$ cat src/hw/rtl/twsac_pkg.sv
// Shared types and constants for the two-way set-associative cache tag unit.
// Used by the modulo unit, the tag RAM user, the top level and the checker.
`default_nettype none

package twsac_pkg;

  localparam int ADDR_W           = 16;
  localparam int CFG_W            = 11;
  localparam int SET_OUT_W        = 10;
  localparam int IN_TDATA_W       = 16;
  localparam int OUT_TDATA_W      = 32;
  localparam int STEP_W           = $clog2(ADDR_W + 1);
  localparam int DEF_MAX_SETS     = 1024;
  localparam int DEF_ADDRESS_BITS = 16;
  localparam logic [CFG_W-1:0] NUM_SETS_RESET = CFG_W'(2);
  localparam logic [CFG_W-1:0] MIN_SETS       = CFG_W'(2);

  typedef struct packed {
    logic busy;
    logic done;
  } mod_stat_t;

  typedef struct packed {
    logic              recent_zero;
    logic              valid_one;
    logic              valid_zero;
    logic [ADDR_W-1:0] tag_one;
    logic [ADDR_W-1:0] tag_zero;
  } row_t;

  localparam int ROW_W = $bits(row_t);

endpackage

`default_nettype wire

$ cat src/hw/rtl/twsac_mod_unit.sv
// Iterative restoring modulo unit: one remainder bit per cycle.
// Depends on twsac_pkg for widths and the status struct.
`default_nettype none

module twsac_mod_unit import twsac_pkg::*; (
  input  wire logic              clk,
  input  wire logic              rst,
  input  wire logic              start,
  input  wire logic [ADDR_W-1:0] dividend,
  input  wire logic [CFG_W-1:0]  divisor,
  output mod_stat_t              stat,
  output logic [CFG_W-1:0]       remainder
);

  logic [ADDR_W-1:0] quo_sh;
  logic [STEP_W-1:0] count;
  logic [CFG_W:0]    trial;
  logic [CFG_W:0]    diff;

  assign trial = {remainder, quo_sh[ADDR_W-1]};
  assign diff  = trial - {1'b0, divisor};

  always_ff @(posedge clk) begin
    if (rst) begin
      stat.busy <= 1'b0;
      stat.done <= 1'b0;
      count     <= '0;
    end else begin
      stat.done <= 1'b0;
      if (start) begin
        stat.busy <= 1'b1;
        count     <= STEP_W'(ADDR_W);
      end else if (stat.busy) begin
        count <= count - STEP_W'(1);
        if (count == STEP_W'(1)) begin
          stat.busy <= 1'b0;
          stat.done <= 1'b1;
        end
      end
    end
  end

  always_ff @(posedge clk) begin
    if (start) begin
      quo_sh    <= dividend;
      remainder <= '0;
    end else if (stat.busy) begin
      quo_sh    <= quo_sh << 1;
      remainder <= (trial >= {1'b0, divisor}) ? diff[CFG_W-1:0] : trial[CFG_W-1:0];
    end
  end

endmodule

`default_nettype wire

$ cat config.mk
export PLATFORM = sky130hd
export DESIGN_NAME = twsac_mod_unit
export DESIGN_NICKNAME = d
export VERILOG_FILES = /design/src/hw/rtl/twsac_pkg.sv /design/src/hw/rtl/twsac_mod_unit.sv
export SDC_FILE = /design/constraint.sdc
export NUM_CORES = 1
export LEC_CHECK = 0
export BUFFER_PORTS_ARGS = -buffer_cell sky130_fd_sc_hd__buf_2
export CAP_MARGIN = 30
export CELL_PAD_IN_SITES_DETAIL_PLACEMENT = 1
export CELL_PAD_IN_SITES_GLOBAL_PLACEMENT = 1
export CORE_UTILIZATION = 45
export CTS_CLUSTER_SIZE = 8
export DETAILED_ROUTE_END_ITERATION = 6
export GPL_ROUTABILITY_DRIVEN = 0
export PLACE_DENSITY_LB_ADDON = 0.1
export SLEW_MARGIN = 40
export SYNTH_ARGS = -nofsm -noshare
export SYNTH_HDL_FRONTEND = slang
export SYNTH_SLANG_ARGS = --single-unit
$ cat constraint.sdc
create_clock -name clk -period 4.6 [get_ports clk]
set_input_delay 0.46 -clock clk [delete_from_list [all_inputs] [get_ports clk]]
set_output_delay 0.46 -clock clk [all_outputs]
set_load 0.005 [all_outputs]
* After elaboration in Yosys (flattened, before gate mapping)
Index checks and enable logic that the tools add are counted.
** Storage, ports and cells
- Register bits :: 34
- Input bits :: 30
- Word-level logic and storage cells :: 22
** Operators by class
- $add $sub $neg :: 2
- Magnitude comparators :: 1
- Eq/ne operators :: 1
- Muxes and demuxes :: 8
- Bitwise logic cells :: 1
- Reductions and logical operators :: 3
** Operators with widths (number)
- 16-bit 2-to-1 mux :: 2
- 12-bit by 11-bit greater-or-equal comparator with 1-bit output :: 1
- 11-bit 2-to-1 mux :: 1
- 11-bit subtractor :: 1
- 5-bit 2-to-1 mux :: 2
- 5-bit by 1-bit equality test with 1-bit output (second input constant) :: 1
- 5-bit by 1-bit subtractor with 5-bit output (second input constant) :: 1
- 2-bit 2-to-1 mux :: 2
- 3-bit OR reduction :: 1
- 2-bit nonzero test :: 1
- 2-bit OR reduction :: 1
- 1-bit 2-to-1 mux :: 1
- 1-bit NOT :: 1

* Depth between registers and ports, before layout
- Depth after elaboration :: 4
- Mapped depth :: 10

* Least setup slack after synthesis
No wires, ideal clock.
- Path type :: input-to-reg
- From :: input divisor[0]
- To :: register remainder[4]
- Setup time :: 0.091 ns
- Arrival :: 2.191 ns
- Required time :: 4.509 ns
- Setup slack :: 2.318 ns
- Cell stages on the path :: 8
- Path buffers :: 0
- Path through :: ha_1 > fa_1 > nand2b_1 > a21oi_1 > o211a_1 > o2111ai_2 > a211o_1 > a311oi_1
** Between the ends
- Longest elaborated chain between the ends :: 2
- Elaborated cells between the ends (all ways) :: 3
- Classes of those cells :: 1 x add/sub; 1 x order compare; 1 x mux
** RTL lines
- start, declared :: line twsac_mod_unit.sv:10 : input wire logic [CFG_W-1:0] divisor,
- 11-bit subtractor / 12-bit by 11-bit greater-or-equal comparator with 1-bit output (equally long branches) :: line twsac_mod_unit.sv:21, twsac_mod_unit.sv:49
- 11-bit 2-to-1 mux (*) :: line twsac_mod_unit.sv:49 : remainder <= (trial >= {1'b0, divisor}) ? diff[CFG_W-1:0] : trial[CFG_W-1:0];
- end signal, assigned :: line twsac_mod_unit.sv:49
- end, declared :: line twsac_mod_unit.sv:12 : output logic [CFG_W-1:0] remainder
Mark *: on every way between the ends. The rest lies on a longest branch, timed or not.
A chain may end at the register's enable or synchronous reset.

* Worst setup path after layout
- From :: register quo_sh[15]
- To :: register remainder[4]
** Between the ends
- Longest elaborated chain between the ends :: 2
- Elaborated cells between the ends (all ways) :: 3
- Classes of those cells :: 1 x add/sub; 1 x order compare; 1 x mux
** RTL lines
- start, declared :: line twsac_mod_unit.sv:15 : logic [ADDR_W-1:0] quo_sh;
- start signal, assigned :: line twsac_mod_unit.sv:45 : quo_sh <= dividend;
- start signal, assigned :: line twsac_mod_unit.sv:48 : quo_sh <= quo_sh << 1;
- 11-bit subtractor / 12-bit by 11-bit greater-or-equal comparator with 1-bit output (equally long branches) :: line twsac_mod_unit.sv:21, twsac_mod_unit.sv:49
- 11-bit 2-to-1 mux (*) :: line twsac_mod_unit.sv:49
Marks and branches as above.

==> impl_metrics.csv <==
group,metric,value,unit
sta,max_slew.worst_pin.slew,0.739,ns
sta,setup_viol,0,
grt,track_usage,21.7,%
cts,cts.clk_slew.worst_paths,0.07,ns
critical_path,timing.rr.start,"quo_sh[15]",
cts,cts-buffers-inserted,5,
sta,max_freq,377,MHz
floorplan,initial_core_util,47.4,%
power,power_density,326,nW/um2
floorplan,ioPinCount,43,
cts,post_cts_buffers,0,
critical_path,cp.required,4.79,ns
cells_and_area,nets,300,
critical_path,cp.arrival,2.84,ns
logic_synthesis,ys_ff_latch,34,
grt,grt_overflow_total,0,
power,switchingPower,0.241,mW
hold_path,worst_hold_startpoint,"rst",
hold_path,hold_depth,2,
logic_synthesis,ys.flop_type,"dfxtp_1",
routing,drtIter0Drc,64,
power,clockPowerShare,26.5,%
critical_path,rr_worst_depth,9,
cells_and_area,diodes,0,
cts,cts_tree,"yes",
power,p_int,0.548,mW
logic_synthesis,syn_area,2090,um2
floorplan,coreArea,4410,um2
cts,h-tree-depth,2,
sta,relSlewSlack,50.7,%
logic_synthesis,yosysWarnings,0,
sta,slew_violations,0,
floorplan,chipHeight,70.2,um
sta,clock-skew-final,0.00737,ns
place,dp_hpwl,3700,um
floorplan,dieArea,4930,um2
cts,cts.repair.resized,0,
floorplan,die_w,70.2,um
routing,drc,0,
hold_path,hp-class,"input port to register",
power,seqPwrFrac,46.5,%
logic_synthesis,synth_cell_types,53,
critical_path,critPathKind,"register to register",
cells_and_area,fin_area,2420,um2
routing,wl_met3,229,um
cells_and_area,fillerInstances,542,
routing,routed_wl,5000,um
sta,fin_crit,2.65,ns
grt,grt_pass1_vias,1745,
sta,finalSetupTns,0,ns
place,io_buffer_count,42,
place,place_area,2340,um2
cts,root_buffer,"clkbuf_8",
power,vdd_drop_max,0.000249,V
power,combPwrFrac,27.0,%
hold_path,hold_path_end,"count[4]",
routing,via_per_inst,5.87,
logic_synthesis,ys_seq_area_share,40.2,%
cts,clockBufferDepth,2,
routing,routedLengthMet1,2200,um
run,drv_cap,0,
floorplan,rows,24,
grt,grt_max_degree,40,
critical_path,rr_endpoint,"remainder[4]",
grt,grt_pass1_wl,8340,um
sta,period_share,57.7,%
logic_synthesis,synth.avg_cell_area,9.73,um2
routing,routed-wl-met2,2530,um
power,p_leak,1.03,nW
power,swShare,30.5,%
routing,vias,1814,
grt,antenna_found_initial,0,
cts,clkSinkCount,34,
cts,ctsHoldBuffers,0,
critical_path,end_kind,"register",
routing,routedWlPerCell,16.2,um
logic_synthesis,async_flop_share,0,%
critical_path,start_kind,"register",
cells_and_area,drive_gt1_share,27.6,%
sta,finalHoldViolCount,0,
logic_synthesis,synth_fp_nets,259,
cts,worstSkewPairLatency,0.29,ns
logic_synthesis,syn_inst,215,
routing,firstDrtPassIters,4,
logic_synthesis,synth_edf_count,16,
critical_path,rrSetupSlack,1.95,ns
routing,highest_layer,"met4",
cells_and_area,area_growth,15.8,%
sta,rsz0062_at_grt,"no",
routing,antenna_left,0,
critical_path,crit_fanout,13,
run_status,outcome,"finished, final reports clean",
## worst max-delay path, cell delays in order (launching register included)
cell and delay, ns:
edfxtp_1 0.38, inv_1 0.06, ha_1 0.20, fa_1 0.40, nand2b_1 0.18, a21oi_1 0.17, o211a_1 0.21, o2111ai_2 0.31
a211o_1 0.37, a311oi_1 0.28
## per-stage QoR
step                      hold slack (ns)  setup WS (ns)  cells  utilization (%)  total power [mW]
final                               0.432           1.95    309             54.9             0.789
after global routing                0.439           1.77    309             54.9             0.835
after detailed placement            0.511           1.82    301             53.1             0.586
after global placement              0.492           1.90    301             53.1             0.580
after floorplan                     0.469           2.32    215                -             0.518
after CTS                           0.422           1.96    309             54.9             0.798
## state kept, by name, summed over array words and instances, names as in the netlist
signal / cells
stat: 2
count: 5
remainder: 11
quo_sh: 16
## power groups by stage
| stage | sequential, mW | combinational, mW | clock, mW |
|---|---|---|---|
| 6_report | 0.367 | 0.213 | 0.209 |
| 5_1_grt | 0.371 | 0.238 | 0.227 |
| 4_1_cts | 0.367 | 0.215 | 0.217 |
| 3_5_place_dp | 0.373 | 0.213 | 0 |
| 3_3_place_gp | 0.372 | 0.208 | 0 |
| 2_1_floorplan | 0.368 | 0.150 | 0 |
## cells in the mapped netlist, types with 2 or more instances
cell type | n | share of area [%]
nor2_1 | 19 | 3.4
dfxtp_1 | 18 | 17
inv_1 | 17 | 3.1
edfxtp_1 | 16 | 23
mux2_2 | 15 | 8.1
ha_1 | 13 | 7.8
o21ai_0 | 12 | 2.9
a21oi_1 | 11 | 2.6
nand3_1 | 8 | 1.9
a311oi_1 | 7 | 2.9
nand2_1 | 7 | 1.3
clkbuf_1 | 6 | 1.1
xnor2_1 | 5 | 2.1
nand2b_1 | 4 | 1.2
nor2b_1 | 4 | 1.2
nor3_1 | 4 | 0.96
xor2_1 | 4 | 1.7
nor4_1 | 3 | 0.90
a211o_1 | 2 | 0.84
a211oi_1 | 2 | 0.72
a21o_1 | 2 | 0.72
buf_1 | 2 | 0.36
buf_2 | 2 | 0.48
o21a_1 | 2 | 0.72
or3_1 | 2 | 0.60
## layer usage
layer,vias to the layer above,global-route usage [%]
met5,-,0
met1,890,27.3
li1,876,-
met4,0,6.67
met3,6,4.33
met2,42,37.5
## logic make-up after synthesis
group	synth area share (%)
DFF	40.2
AOI/OAI and AO/OA	18.4
adders and majority gates	8.73
muxes	8.55
xor gates and xnor gates	3.77
and+or+nand+nor	15.4
buffers and inverters	4.96
## cell usage in the layout, fill, tap and decap left out, types with 2 or more instances in the layout
| cell | netlist | final |
|---|---|---|
| a211o_1 | 2 | 2 |
| a211oi_1 | 2 | 2 |
| a21o_1 | 2 | 2 |
| a21oi_1 | 11 | 11 |
| a311oi_1 | 7 | 7 |
| buf_2 | 2 | 42 |
| buf_4 | 0 | 2 |
| clkbuf_8 | 0 | 5 |
| dfxtp_1 | 18 | 18 |
| edfxtp_1 | 16 | 16 |
| ha_1 | 13 | 13 |
| inv_1 | 17 | 17 |
| mux2_2 | 15 | 15 |
| nand2_1 | 7 | 7 |
| nand2b_1 | 4 | 4 |
| nand3_1 | 8 | 8 |
| nor2_1 | 19 | 19 |
| nor2b_1 | 4 | 4 |
| nor3_1 | 4 | 4 |
| nor4_1 | 3 | 3 |
| o21a_1 | 2 | 2 |
| o21ai_0 | 12 | 12 |
| or3_1 | 2 | 2 |
| xnor2_1 | 5 | 5 |
| xor2_1 | 4 | 4 |
## worst max path at each step
stage	cells past startpoint	to	startpoint	slack, ns
floorplan	8	remainder[4]	divisor[0]	2.32
global placement	9	remainder[4]	divisor[0]	1.90
detailed placement	9	remainder[4]	divisor[0]	1.82
CTS	9	remainder[4]	quo_sh[15]	1.96
global route	9	remainder[4]	quo_sh[15]	1.77
finish	9	remainder[4]	quo_sh[15]	1.95
## area by class of cell
type | count | area (um2) | share of cell area [%]
multi-input cells | 154 | 1150 | 47.3
flip-flops and latches | 34 | 841 | 34.7
repair buffers | 44 | 225 | 9.29
clock buffers | 6 | 72.6 | 2.99
well taps | 52 | 65.1 | 2.68
inverters | 17 | 63.8 | 2.63
clock inverters | 2 | 8.76 | 0.361
Note: power is estimated with default switching activity, not from simulation.
